## config.mk

```make
export PLATFORM = sky130hd
export DESIGN_NAME = lru_key_value_cache
export DESIGN_NICKNAME = d
export VERILOG_FILES = /design/src/hdl/lkvc_pkg.sv /design/src/hdl/lkvc_ram.sv /design/src/hdl/lkvc_ctrl.sv /design/src/hdl/lkvc_dp.sv /design/src/hdl/lru_key_value_cache.sv
export SDC_FILE = /design/constraint.sdc
export NUM_CORES = 1
export LEC_CHECK = 0
export ABC_CLOCK_PERIOD_IN_PS = 14550
export BUFFER_PORTS_ARGS = -buffer_cell sky130_fd_sc_hd__buf_2
export CORE_AREA = 2 2 343 345
export CTS_CLUSTER_SIZE = 30
export DETAILED_ROUTE_END_ITERATION = 10
export DIE_AREA = 0 0 345 347
export GPL_ROUTABILITY_DRIVEN = 1
export SLEW_MARGIN = 20
export SYNTH_ARGS = -nofsm -noshare
export SYNTH_HDL_FRONTEND = slang
export SYNTH_SLANG_ARGS = --single-unit
```

## constraint.sdc

```tcl
create_clock -name clk_i -period 14.55 [get_ports clk_i]
set_input_delay 0.7275 -clock clk_i [delete_from_list [all_inputs] [get_ports clk_i]]
set_output_delay 0.7275 -clock clk_i [all_outputs]
set_load 0.01 [all_outputs]
```

## src/hdl/lkvc_pkg.sv

```systemverilog
package lkvc_pkg;

  localparam int unsigned KEY_W  = 32;
  localparam int unsigned DATA_W = 32;
  localparam int unsigned CAP_W  = 5;

  localparam logic [CAP_W-1:0] CAP_RESET = 5'd16;

  localparam logic OP_GET = 1'b0;
  localparam logic OP_PUT = 1'b1;

  typedef struct packed {
    logic load;
    logic scan;
    logic commit;
    logic sweep;
  } lkvc_cmd_t;

  typedef struct packed {
    logic last;
    logic is_put;
    logic hit;
    logic slot_ok;
  } lkvc_sts_t;

endpackage

```

## src/hdl/lkvc_ram.sv

```systemverilog
module lkvc_ram #(
  parameter int unsigned WIDTH = 32,
  parameter int unsigned DEPTH = 16
) (
  input  logic                                        clk_i,
  input  logic                                        we_i,
  input  logic [$clog2((DEPTH > 1) ? DEPTH : 2)-1:0] waddr_i,
  input  logic [WIDTH-1:0]                            wdata_i,
  input  logic [$clog2((DEPTH > 1) ? DEPTH : 2)-1:0] raddr_i,
  output logic [WIDTH-1:0]                            rdata_o
);

  logic [WIDTH-1:0] mem_q [DEPTH];
  logic [WIDTH-1:0] rdata_q;

  always_ff @(posedge clk_i) begin
    if (we_i) begin
      mem_q[waddr_i] <= wdata_i;
    end
    rdata_q <= mem_q[raddr_i];
  end

  assign rdata_o = rdata_q;

endmodule

```

## src/hdl/lkvc_ctrl.sv

```systemverilog
module lkvc_ctrl (
  input  logic                clk_i,
  input  logic                rst_ni,
  input  logic                start_i,
  input  lkvc_pkg::lkvc_sts_t sts_i,
  output lkvc_pkg::lkvc_cmd_t cmd_o,
  output logic                busy_o,
  output logic                done_o
);

  typedef enum logic [2:0] {
    ST_IDLE,
    ST_SCAN,
    ST_SCAN_TAIL,
    ST_DECIDE,
    ST_SWEEP,
    ST_SWEEP_TAIL,
    ST_RESP
  } state_e;

  state_e state_q, state_d;
  logic   busy_q, done_q;

  always_comb begin
    state_d = state_q;
    cmd_o   = '0;
    unique case (state_q)
      ST_IDLE: begin
        if (start_i) begin
          cmd_o.load = 1'b1;
          state_d    = ST_SCAN;
        end
      end
      ST_SCAN: begin
        cmd_o.scan = 1'b1;
        if (sts_i.last) begin
          state_d = ST_SCAN_TAIL;
        end
      end
      ST_SCAN_TAIL: state_d = ST_DECIDE;
      ST_DECIDE: begin
        if (!sts_i.is_put && !sts_i.hit) begin
          state_d = ST_RESP;
        end else if (!sts_i.slot_ok) begin
          state_d = ST_IDLE;
        end else begin
          cmd_o.commit = 1'b1;
          state_d      = ST_SWEEP;
        end
      end
      ST_SWEEP: begin
        cmd_o.sweep = 1'b1;
        if (sts_i.last) begin
          state_d = ST_SWEEP_TAIL;
        end
      end
      ST_SWEEP_TAIL: state_d = sts_i.is_put ? ST_IDLE : ST_RESP;
      ST_RESP: state_d = ST_IDLE;
      default: state_d = ST_IDLE;
    endcase
  end

  always_ff @(posedge clk_i or negedge rst_ni) begin
    if (!rst_ni) begin
      state_q <= ST_IDLE;
      busy_q  <= 1'b0;
      done_q  <= 1'b0;
    end else begin
      state_q <= state_d;
      busy_q  <= (state_d != ST_IDLE);
      done_q  <= (state_d == ST_RESP);
    end
  end

  assign busy_o = busy_q;
  assign done_o = done_q;

endmodule

```

## src/hdl/lkvc_dp.sv

```systemverilog
module lkvc_dp #(
  parameter int unsigned ENTRIES = 16
) (
  input  logic                        clk_i,
  input  logic                        rst_ni,
  input  lkvc_pkg::lkvc_cmd_t         cmd_i,
  output lkvc_pkg::lkvc_sts_t         sts_o,
  input  logic                        operation_i,
  input  logic [lkvc_pkg::KEY_W-1:0]  key_i,
  input  logic [lkvc_pkg::DATA_W-1:0] value_i,
  input  logic                        cfg_we_i,
  input  logic [lkvc_pkg::CAP_W-1:0]  cfg_data_i,
  output logic                        found_o,
  output logic [lkvc_pkg::DATA_W-1:0] data_o
);

  localparam int unsigned AW   = (ENTRIES > 1) ? $clog2(ENTRIES) : 1;
  localparam int unsigned CW   = $clog2(ENTRIES + 1);
  localparam int unsigned CMPW = (CW > lkvc_pkg::CAP_W) ? CW : lkvc_pkg::CAP_W;

  // Request word
  logic                        op_q;
  logic [lkvc_pkg::KEY_W-1:0]  key_q;
  logic [lkvc_pkg::DATA_W-1:0] val_q;

  // Table control
  logic [ENTRIES-1:0]         valid_q;
  logic [CW-1:0]              used_q;
  logic [lkvc_pkg::CAP_W-1:0] cap_q;
  logic [CW-1:0]              cnt_q;

  // Scan results
  logic                        cmp_vld_q;
  logic [AW-1:0]               cmp_idx_q;
  logic                        hit_q;
  logic [AW-1:0]               hit_slot_q;
  logic [AW-1:0]               hit_rank_q;
  logic [lkvc_pkg::DATA_W-1:0] hit_data_q;
  logic                        vic_vld_q;
  logic [AW-1:0]               vic_slot_q;
  logic [AW-1:0]               vic_rank_q;
  logic                        free_vld_q;
  logic [AW-1:0]               free_slot_q;

  // Rank sweep
  logic          wb_vld_q;
  logic [AW-1:0] wb_idx_q;
  logic [AW-1:0] slot_q;
  logic [AW-1:0] thr_q;
  logic          all_q;

  logic [AW-1:0]               rd_addr;
  logic [lkvc_pkg::KEY_W-1:0]  key_rd;
  logic [lkvc_pkg::DATA_W-1:0] data_rd;
  logic [AW-1:0]               rank_rd;

  logic                        cmp_v, hit_take, vic_take, free_take;
  logic [CMPW-1:0]             cap_ext, eff_cap;
  logic                        need_evict, evict_en, put_miss, slot_ok;
  logic [AW-1:0]               tgt_slot;
  logic                        wb_slot, wb_inc, rank_we;
  logic [AW-1:0]               rank_wdata;
  logic                        key_we, data_we;

  assign rd_addr = cnt_q[AW-1:0];

  lkvc_ram #(.WIDTH(lkvc_pkg::KEY_W), .DEPTH(ENTRIES)) u_key_ram (
    .clk_i   (clk_i),
    .we_i    (key_we),
    .waddr_i (tgt_slot),
    .wdata_i (key_q),
    .raddr_i (rd_addr),
    .rdata_o (key_rd)
  );

  lkvc_ram #(.WIDTH(lkvc_pkg::DATA_W), .DEPTH(ENTRIES)) u_data_ram (
    .clk_i   (clk_i),
    .we_i    (data_we),
    .waddr_i (tgt_slot),
    .wdata_i (val_q),
    .raddr_i (rd_addr),
    .rdata_o (data_rd)
  );

  lkvc_ram #(.WIDTH(AW), .DEPTH(ENTRIES)) u_rank_ram (
    .clk_i   (clk_i),
    .we_i    (rank_we),
    .waddr_i (wb_idx_q),
    .wdata_i (rank_wdata),
    .raddr_i (rd_addr),
    .rdata_o (rank_rd)
  );

  // Compare stage
  assign cmp_v     = valid_q[cmp_idx_q];
  assign hit_take  = cmp_v && (key_rd == key_q) && !hit_q;
  assign vic_take  = cmp_v && (!vic_vld_q || (rank_rd > vic_rank_q));
  assign free_take = !cmp_v && !free_vld_q;

  // Placement decision
  always_comb begin
    cap_ext = CMPW'(cap_q);
    if (cap_q == '0) begin
      eff_cap = CMPW'(1);
    end else if (cap_ext > CMPW'(ENTRIES)) begin
      eff_cap = CMPW'(ENTRIES);
    end else begin
      eff_cap = cap_ext;
    end
  end

  assign need_evict = (CMPW'(used_q) >= eff_cap);
  assign evict_en   = need_evict && vic_vld_q;
  assign put_miss   = (op_q == lkvc_pkg::OP_PUT) && !hit_q;
  assign slot_ok    = hit_q || evict_en || free_vld_q;
  assign tgt_slot   = hit_q ? hit_slot_q : (evict_en ? vic_slot_q : free_slot_q);

  assign key_we  = cmd_i.commit && put_miss;
  assign data_we = cmd_i.commit && (op_q == lkvc_pkg::OP_PUT);

  // Rank write-back: target goes to 0, younger (or all, on insert) age by one
  assign wb_slot    = (wb_idx_q == slot_q);
  assign wb_inc     = valid_q[wb_idx_q] && (all_q || (rank_rd < thr_q));
  assign rank_we    = wb_vld_q && (wb_slot || wb_inc);
  assign rank_wdata = wb_slot ? '0 : AW'(rank_rd + 1'b1);

  always_ff @(posedge clk_i or negedge rst_ni) begin
    if (!rst_ni) begin
      valid_q    <= '0;
      used_q     <= '0;
      cap_q      <= lkvc_pkg::CAP_RESET;
      cnt_q      <= '0;
      cmp_vld_q  <= 1'b0;
      wb_vld_q   <= 1'b0;
      hit_q      <= 1'b0;
      vic_vld_q  <= 1'b0;
      free_vld_q <= 1'b0;
    end else begin
      cmp_vld_q <= cmd_i.scan;
      wb_vld_q  <= cmd_i.sweep;
      if (cmd_i.load || cmd_i.commit) begin
        cnt_q <= '0;
      end else if (cmd_i.scan || cmd_i.sweep) begin
        cnt_q <= cnt_q + CW'(1);
      end
      if (cmd_i.load) begin
        hit_q      <= 1'b0;
        vic_vld_q  <= 1'b0;
        free_vld_q <= 1'b0;
      end else if (cmp_vld_q) begin
        if (hit_take) begin
          hit_q <= 1'b1;
        end
        if (vic_take) begin
          vic_vld_q <= 1'b1;
        end
        if (free_take) begin
          free_vld_q <= 1'b1;
        end
      end
      if (cmd_i.commit && put_miss) begin
        valid_q[tgt_slot] <= 1'b1;
        if (!evict_en) begin
          used_q <= used_q + CW'(1);
        end
      end
      if (cfg_we_i) begin
        cap_q   <= cfg_data_i;
        valid_q <= '0;
        used_q  <= '0;
      end
    end
  end

  always_ff @(posedge clk_i) begin
    cmp_idx_q <= rd_addr;
    wb_idx_q  <= rd_addr;
    if (cmd_i.load) begin
      op_q  <= operation_i;
      key_q <= key_i;
      val_q <= value_i;
    end
    if (cmp_vld_q && !cmd_i.load) begin
      if (hit_take) begin
        hit_slot_q <= cmp_idx_q;
        hit_rank_q <= rank_rd;
        hit_data_q <= data_rd;
      end
      if (vic_take) begin
        vic_slot_q <= cmp_idx_q;
        vic_rank_q <= rank_rd;
      end
      if (free_take) begin
        free_slot_q <= cmp_idx_q;
      end
    end
    if (cmd_i.commit) begin
      slot_q <= tgt_slot;
      thr_q  <= hit_rank_q;
      all_q  <= !hit_q;
    end
  end

  assign sts_o.last    = (cnt_q == CW'(ENTRIES - 1));
  assign sts_o.is_put  = (op_q == lkvc_pkg::OP_PUT);
  assign sts_o.hit     = hit_q;
  assign sts_o.slot_ok = slot_ok;

  assign found_o = hit_q;
  assign data_o  = hit_q ? hit_data_q : '0;

endmodule

```

## src/hdl/lru_key_value_cache.sv

```systemverilog
// A get miss raises done_o after a lookup scan; a get hit also runs a rank sweep first.
// A put keeps busy high through a lookup scan and a rank sweep and gives no word.
// One word at a time: no new start is taken while busy is high. The scan and the sweep
// each visit one entry per cycle.
// done_o pulses for one cycle; the receiver cannot stall it.
// Reset (async, rst_ni low): table empty, capacity 16; a capacity write also empties it.
module lru_key_value_cache #(
  parameter int unsigned ENTRIES = 16
) (
  input  logic                        clk_i,
  input  logic                        rst_ni,
  input  logic                        start,
  output logic                        busy,
  input  logic                        operation_i,
  input  logic [lkvc_pkg::KEY_W-1:0]  key_i,
  input  logic [lkvc_pkg::DATA_W-1:0] value_i,
  output logic                        done_o,
  output logic                        found_o,
  output logic [lkvc_pkg::DATA_W-1:0] data_o,
  input  logic                        cfg_we_i,
  input  logic [lkvc_pkg::CAP_W-1:0]  cfg_data_i
);

  lkvc_pkg::lkvc_cmd_t cmd;
  lkvc_pkg::lkvc_sts_t sts;
  logic                busy_w;

  lkvc_ctrl u_ctrl (
    .clk_i   (clk_i),
    .rst_ni  (rst_ni),
    .start_i (start && !busy_w),
    .sts_i   (sts),
    .cmd_o   (cmd),
    .busy_o  (busy_w),
    .done_o  (done_o)
  );

  lkvc_dp #(.ENTRIES(ENTRIES)) u_dp (
    .clk_i       (clk_i),
    .rst_ni      (rst_ni),
    .cmd_i       (cmd),
    .sts_o       (sts),
    .operation_i (operation_i),
    .key_i       (key_i),
    .value_i     (value_i),
    .cfg_we_i    (cfg_we_i),
    .cfg_data_i  (cfg_data_i),
    .found_o     (found_o),
    .data_o      (data_o)
  );

  assign busy = busy_w;

endmodule

```

Yosys cells after proc, flatten, opt, wreduce, memory -nomap -nowiden
Memory sizes are Yosys's and may differ from the RTL's. A register that Yosys moved wholly into a read port is not among the register bits.
Index checks and enable logic that the tools add are counted.
W data, S select, Z words.
{ "classes": {"addsub": 3, "n_lt_le_gt_ge": 7, "n_eq_ne": 10, "n_mux": 46, "bitwise": 1, "reduce_logical": 44} }
{ "ops": {"columns": ["operator", "count"], "rows": [
  ["$mux W5", 7],
  ["$eq A32 B32 Y1", 1],
  ["$mux W16", 2],
  ["$mux W32", 1],
  ["$mux W1", 24],
  ["$mux W3", 6],
  ["$pmux W3 S6", 1],
  ["$or A16 B16 Y16", 1],
  ["$logic_and A1 B1 Y1", 14],
  ["$reduce_and A2 Y1", 7],
  ["$mux W4", 3],
  ["$reduce_bool A2 Y1", 6],
  ["$add A5 B1 Y5 const B", 2],
  ["$lt A4 B5 Y1 const B", 2],
  ["$eq A3 B3 Y1 const B", 3],
  ["$logic_not A1 Y1", 7],
  ["$logic_or A1 B1 Y1", 7],
  ["$eq A3 B2 Y1 const B", 2],
  ["$eq A5 B4 Y1 const B", 1],
  ["$ge A5 B5 Y1", 1],
  ["$gt A5 B5 Y1 const B", 1],
  ["$logic_not A5 Y1", 1],
  ["$add A4 B1 Y4 const B", 1],
  ["$bmux W1 S4", 1],
  ["9 further kinds", 9]
]} }
{ "totals": {"reg_bits": 171, "ram_bits": 1088, "inputBits": 74, "output_inout_bits": 35, "wordCells": 139, "n_memories": 3} }
{ "mem_list": {"columns": ["memory", "depth", "word_bits", "read_ports", "rd_clocked_by_memory_dff", "wr", "line", "text"], "rows": [
  ["u_dp.u_data_ram.mem_q", 16, 32, 1, 1, 1, "lkvc_ram.sv:13", "logic [WIDTH-1:0] mem_q [DEPTH];"],
  ["u_dp.u_key_ram.mem_q", 16, 32, 1, 1, 1, "lkvc_ram.sv:13", null],
  ["u_dp.u_rank_ram.mem_q", 16, 4, 1, 1, 1, "lkvc_ram.sv:13", null]
]} }

Longest topological paths before layout
{ "logic_depth": {"word_depth": 14, "mapped_depth": 12, "depth_no_buf": 12} }

Cells and area by module
Synthesis repeated with hierarchy kept, for this count alone.
{ "hier_totals": {"cells_unflattened": 2289, "hier_area_um2": 49540.0} }
{ "by_module_without_submodules": {"columns": ["mod", "instances", "cells_per_inst", "area_each_um2"], "rows": [
  ["lkvc_ram (u_dp.u_key_ram)", 1, 838, 19854.0],
  ["lkvc_ram (u_dp.u_data_ram)", 1, 838, 19835.3],
  ["lkvc_dp", 1, 454, 6876.6],
  ["lkvc_ram (u_dp.u_rank_ram)", 1, 130, 2666.3],
  ["lkvc_ctrl", 1, 28, 294.0],
  ["lru_key_value_cache", 1, 1, 13.8]
]} }

Least setup slack after synthesis
No wires, ideal clock.
{ "synth_path": {"kind": "register to register", "from": "register u_dp.cap_q, in the netlist u_dp.cap_ext[4]", "to": "memory u_dp.u_key_ram.mem_q[4][0] (enable)", "setup_time_ns": 0.502, "arrival_time_ns": 5.312, "required_time_ns": 14.048, "setup_slack_ns": 8.737, "path_stages_with_launch": 9, "path_buffers": 0, "synth_period_minus_slack_ns": 5.813, "cell_sequence": "dfstp_2 > inv_1 > ha_1 > a21oi_2 > o211a_4 > nor4_1 > a311oi_2 > inv_2 > nor4_1"} }
{ "synth_between": {"elab_cells_between_ends": 16, "cone_classes": "order compare (2); mux (9); reduce/logical (5)"} }
{ "synth_lines": {"columns": ["element", "line", "text"], "rows": [
  ["start: declaration", "lkvc_dp.sv:29", "logic [lkvc_pkg::CAP_W-1:0] cap_q;"],
  ["start signal: assignment", "lkvc_dp.sv:131", "cap_q <= lkvc_pkg::CAP_RESET;"],
  ["start signal: assignment", "lkvc_dp.sv:168", "cap_q <= cfg_data_i;"],
  ["$gt A5 B5 Y1", "lkvc_dp.sv:105", "end else if (cap_ext > CMPW'(ENTRIES)) begin"],
  ["$mux W5", "lkvc_dp.sv:105", null],
  ["$mux W5 *", "lkvc_dp.sv:103", "if (cap_q == '0) begin"],
  ["$ge A5 B5 Y1 *", "lkvc_dp.sv:112", "assign need_evict = (CMPW'(used_q) >= eff_cap);"],
  ["$logic_and A1 B1 Y1 *", "lkvc_dp.sv:113", "assign evict_en = need_evict && vic_vld_q;"],
  ["$mux W4 * (2 in series)", "lkvc_dp.sv:116", "assign tgt_slot = hit_q ? hit_slot_q : (evict_en ? vic_slot_q : free_slot_q);"],
  ["named net u_dp.tgt_slot[0]", "lkvc_dp.sv:60", "logic [AW-1:0] tgt_slot;"],
  ["end: declaration", "lkvc_ram.sv:13", null]
]} }
Mark *: on every way through the listed nets, which the timed path passes. The rest lies on a longest branch.

Worst setup path in the final report
{ "layout_path": {"from": "register u_dp.cap_q, in the netlist u_dp.cap_ext[1]", "to": "memory u_dp.u_key_ram.mem_q[4][17] (enable)"} }
The elaborated chain is that of the path after synthesis.

==> results.py <==
metrics = {
    "floorplan": {
        "core_um2": 115700,
        "die_area_um2": 119700,
        "die_h_um": 347,
        "die_w_um": 345,
        "rows": 125,
        "start_util_pct": 42.83,
        "ios": 109,
    },
    "status": {
        "status": "completed",
    },
    "synth": {
        "synth_edf_count": 1214,
        "synth_fp_nets": 2229,
        "yosysWarningCount": 0,
        "ys_ff_latch": 1327,
        "synth_seq_area_share_pct": 78.51,
        "synth_area_um2": 49580,
        "synth_flop_cell": "edfxtp_1",
        "synth_area_per_cell_um2": 23.18,
        "synthArstFlopShare_pct": 3.090,
        "ys_types": 70,
        "syn_inst": 2139,
    },
    "drt": {
        "vias": 22150,
        "drc_errors": 0,
        "routed_wl_um": 105300,
        "firstDrtPassIters": 5,
        "viasPerCell": 5.563,
        "ant_nets": 0,
        "drtIter0Drc": 2068,
        "wl_per_cell_um": 26.45,
    },
    "sta": {
        "min_period_ns": 4.072,
        "hold_ws_ns": 0.1654,
        "drv_slew": 0,
        "rsz0062_at_grt": "no",
        "fin_tns_setup_ns": 0,
        "setup_violations": 0,
        "min_period_over_period_pct": 27.99,
        "relSlewSlack_pct": 33.81,
        "skew_ns": 0.02535,
        "max_freq_mhz": 245.6,
        "worst_slew_pin_slew_ns": 0.9928,
        "hold_viol_final": 0,
    },
    "worst_setup_path": {
        "crit_family": "compound AO/OA/AOI/OAI gates",
        "rrSetupSlack_ns": 10.48,
        "arrival_ns": 4.41,
        "worstReg2RegEnd": "u_dp.u_key_ram.mem_q[4][17]",
        "cp_max_fo": 32,
        "startpoint_type": "flip-flop",
        "r2r-start": "u_dp.cap_ext[1]",
        "path_buf_inv": 2,
        "cp-end-kind": "flip-flop",
        "critPathSlowestCell": "a311oi_2",
        "ff2ff_path_depth": 11,
        "slowest_delay_ns": 0.88,
        "crit_path_frequent_cell": "nor2_1",
        "critPathKind": "reg2reg",
        "cp_cell_sequence": "nor3_1 -> nor2_1 -> nor2_1 -> ha_1 -> nor2b_2 -> o211a_4 -> nor4_1 -> a311oi_2 -> inv_2 -> nor4_2 -> buf_4",
        "cp.depth": 11,
        "required_ns": 14.89,
    },
    "clock_tree": {
        "hold_buffers": 0,
        "clock-root-buffer": "clkbuf_16",
        "htreeDepth": 4,
        "cts_sinks": 1327,
        "clk_latency_ns": 0.73,
        "clock_path_buffers": 3,
        "cts_tree": "done",
        "cts-resized-gates": 0,
        "clk_pin_slew_ns": 0.06,
        "cts_setup_buffers": 0,
        "cts_buffers": 137,
    },
    "layout": {
        "drive_gt1_share_pct": 31.54,
        "num_antenna_cells": 0,
        "final_cell_mix": "1214 x edfxtp_1, 345 x mux4_2, 140 x clkbuf_16, 108 x buf_2, 72 x dfxtp_1",
        "final_common_cell": "edfxtp_1",
        "fillerInstances": 9176,
        "area_growth_pct": 14.83,
        "final_nets": 2433,
        "finalNonFillerCells": 3981,
    },
    "grt": {
        "gr-usage-all-layers_pct": 17.83,
        "grt_max_degree": 137,
        "grt_pass1_vias": 23730,
        "antenna_found_initial": 3,
        "grt_pass1_wl_um": 157200,
        "overflow": 0,
    },
    "place": {
        "dp_cells": 3728,
        "gp_congestion": 0.7937,
        "dpl.hpwl_um": 54260,
        "port_buffers": 108,
    },
    "flow_run": {
        "max_cap_violations": 0,
    },
    "power": {
        "power_density_nw_per_um2": 180.5,
        "power_leakage_uw": 0.01823,
        "ir_drop_uv": 138.9,
    },
    "hold_path": {
        "hp-class": "in2async",
    },
}
through the flow:
stage	total power, µW	instance area (µm²)	setup slack [ns]	util (%)
after global routing	10700	56930	10.24	49.19
after global placement	6786	52260	10.24	45.16
final	10280	56930	10.48	49.19
after floorplan	6270	49580	8.737	-
after detailed placement	6843	52290	10.49	45.18
after CTS	10420	56920	10.49	49.18
area by class of cell:
class | instances | area [µm²] | area share [%]
multi-input combinational | 692 | 10390 | 18.24
clock inverter | 71 | 879.6 | 1.545
timing repair buffer | 157 | 953.4 | 1.675
tap | 1524 | 1907 | 3.350
clock buffer | 182 | 3751 | 6.589
inverter | 28 | 110.1 | 0.1934
sequential | 1327 | 38940 | 68.40
where the power goes:
group | switching (µW) | leakage [µW] | internal [µW] | total, µW
registers | 323 | 0.0121 | 4520 | 4850
clock network | 1440 | 0.00224 | 2120 | 3560
logic | 853 | 0.00393 | 1020 | 1870
total | 2620 | 0.0182 | 7660 | 10300
synthesized netlist by cell type, drive strengths merged (13+ instances only):
| master | number | area [µm²] |
|---|---|---|
| a21oi | 17 | 92.59 |
| and2 | 39 | 245.2 |
| buf | 32 | 157.6 |
| clkbuf | 60 | 225.2 |
| dfrtp | 40 | 1001 |
| dfxtp | 72 | 1441 |
| edfxtp | 1214 | 36450 |
| ha | 16 | 200.2 |
| inv | 28 | 107.6 |
| mux4 | 345 | 7770 |
| nand2 | 22 | 97.59 |
| nor2 | 54 | 210.2 |
| nor3 | 13 | 70.07 |
| o21ai | 18 | 90.08 |
| xor2 | 36 | 315.3 |
registers in the layout, summed over array words and instances (netlist names), 3 cells and up:
register,flops
u_dp.u_key_ram.mem_q,512
u_dp.hit_rank_q,4
u_ctrl.state_q,3
u_dp.key_q,32
u_dp.u_data_ram.rdata_o,32
u_dp.slot_q,4
u_dp.u_key_ram.rdata_o,32
u_dp.u_rank_ram.mem_q,64
u_dp.used_q,5
u_dp.cmp_idx_q,4
u_dp.hit_slot_q,4
u_dp.thr_q,4
u_dp.free_slot_q,4
u_dp.cnt_q,5
u_dp.vic_rank_q,4
u_dp.hit_data_q,32
u_dp.u_data_ram.mem_q,512
u_dp.u_rank_ram.rdata_o,4
u_dp.cap_ext,5
u_dp.val_q,32
u_dp.vic_slot_q,4
u_dp.valid_q,16
worst max-delay path by stage:
stage                                from  slack (ns)                     endpoint
final                     u_dp.cap_ext[1]       10.48  u_dp.u_key_ram.mem_q[4][17]
after global routing      u_dp.cap_ext[1]       10.24  u_dp.u_key_ram.mem_q[4][11]
after detailed placement  u_dp.cap_ext[1]       10.49  u_dp.u_key_ram.mem_q[4][10]
after CTS                 u_dp.cap_ext[1]       10.49  u_dp.u_key_ram.mem_q[4][11]
after floorplan           u_dp.cap_ext[4]        8.74   u_dp.u_key_ram.mem_q[4][0]
after global placement      u_dp.cnt_q[0]       10.24   u_dp.u_data_ram.rdata_o[8]
kinds of logic (layout without fill, tap and decap cells):
group / count (synthesis) / in the layout / share of synthesized area [%]
adders and majority gates: 16 / 16 / 0.4038
muxes: 353 / 353 / 15.85
xor gates and xnor gates: 44 / 44 / 0.7773
AOI/OAI and AO/OA: 78 / 78 / 1.164
and+or+nand+nor: 201 / 201 / 2.304
DFF: 1327 / 1327 / 78.51
buffers and inverters: 120 / 438 / 0.9894
routing by layer:
layer	up-vias	share of wire, %	GRT usage, %
met2	641	50	29.72
met1	11950	43	24.29
li1	9394	-	-
met4	2	2.2	5.424
met3	163	4.8	2.882
met5	-	0.010	0
Power figures use the tool's default switching activity.
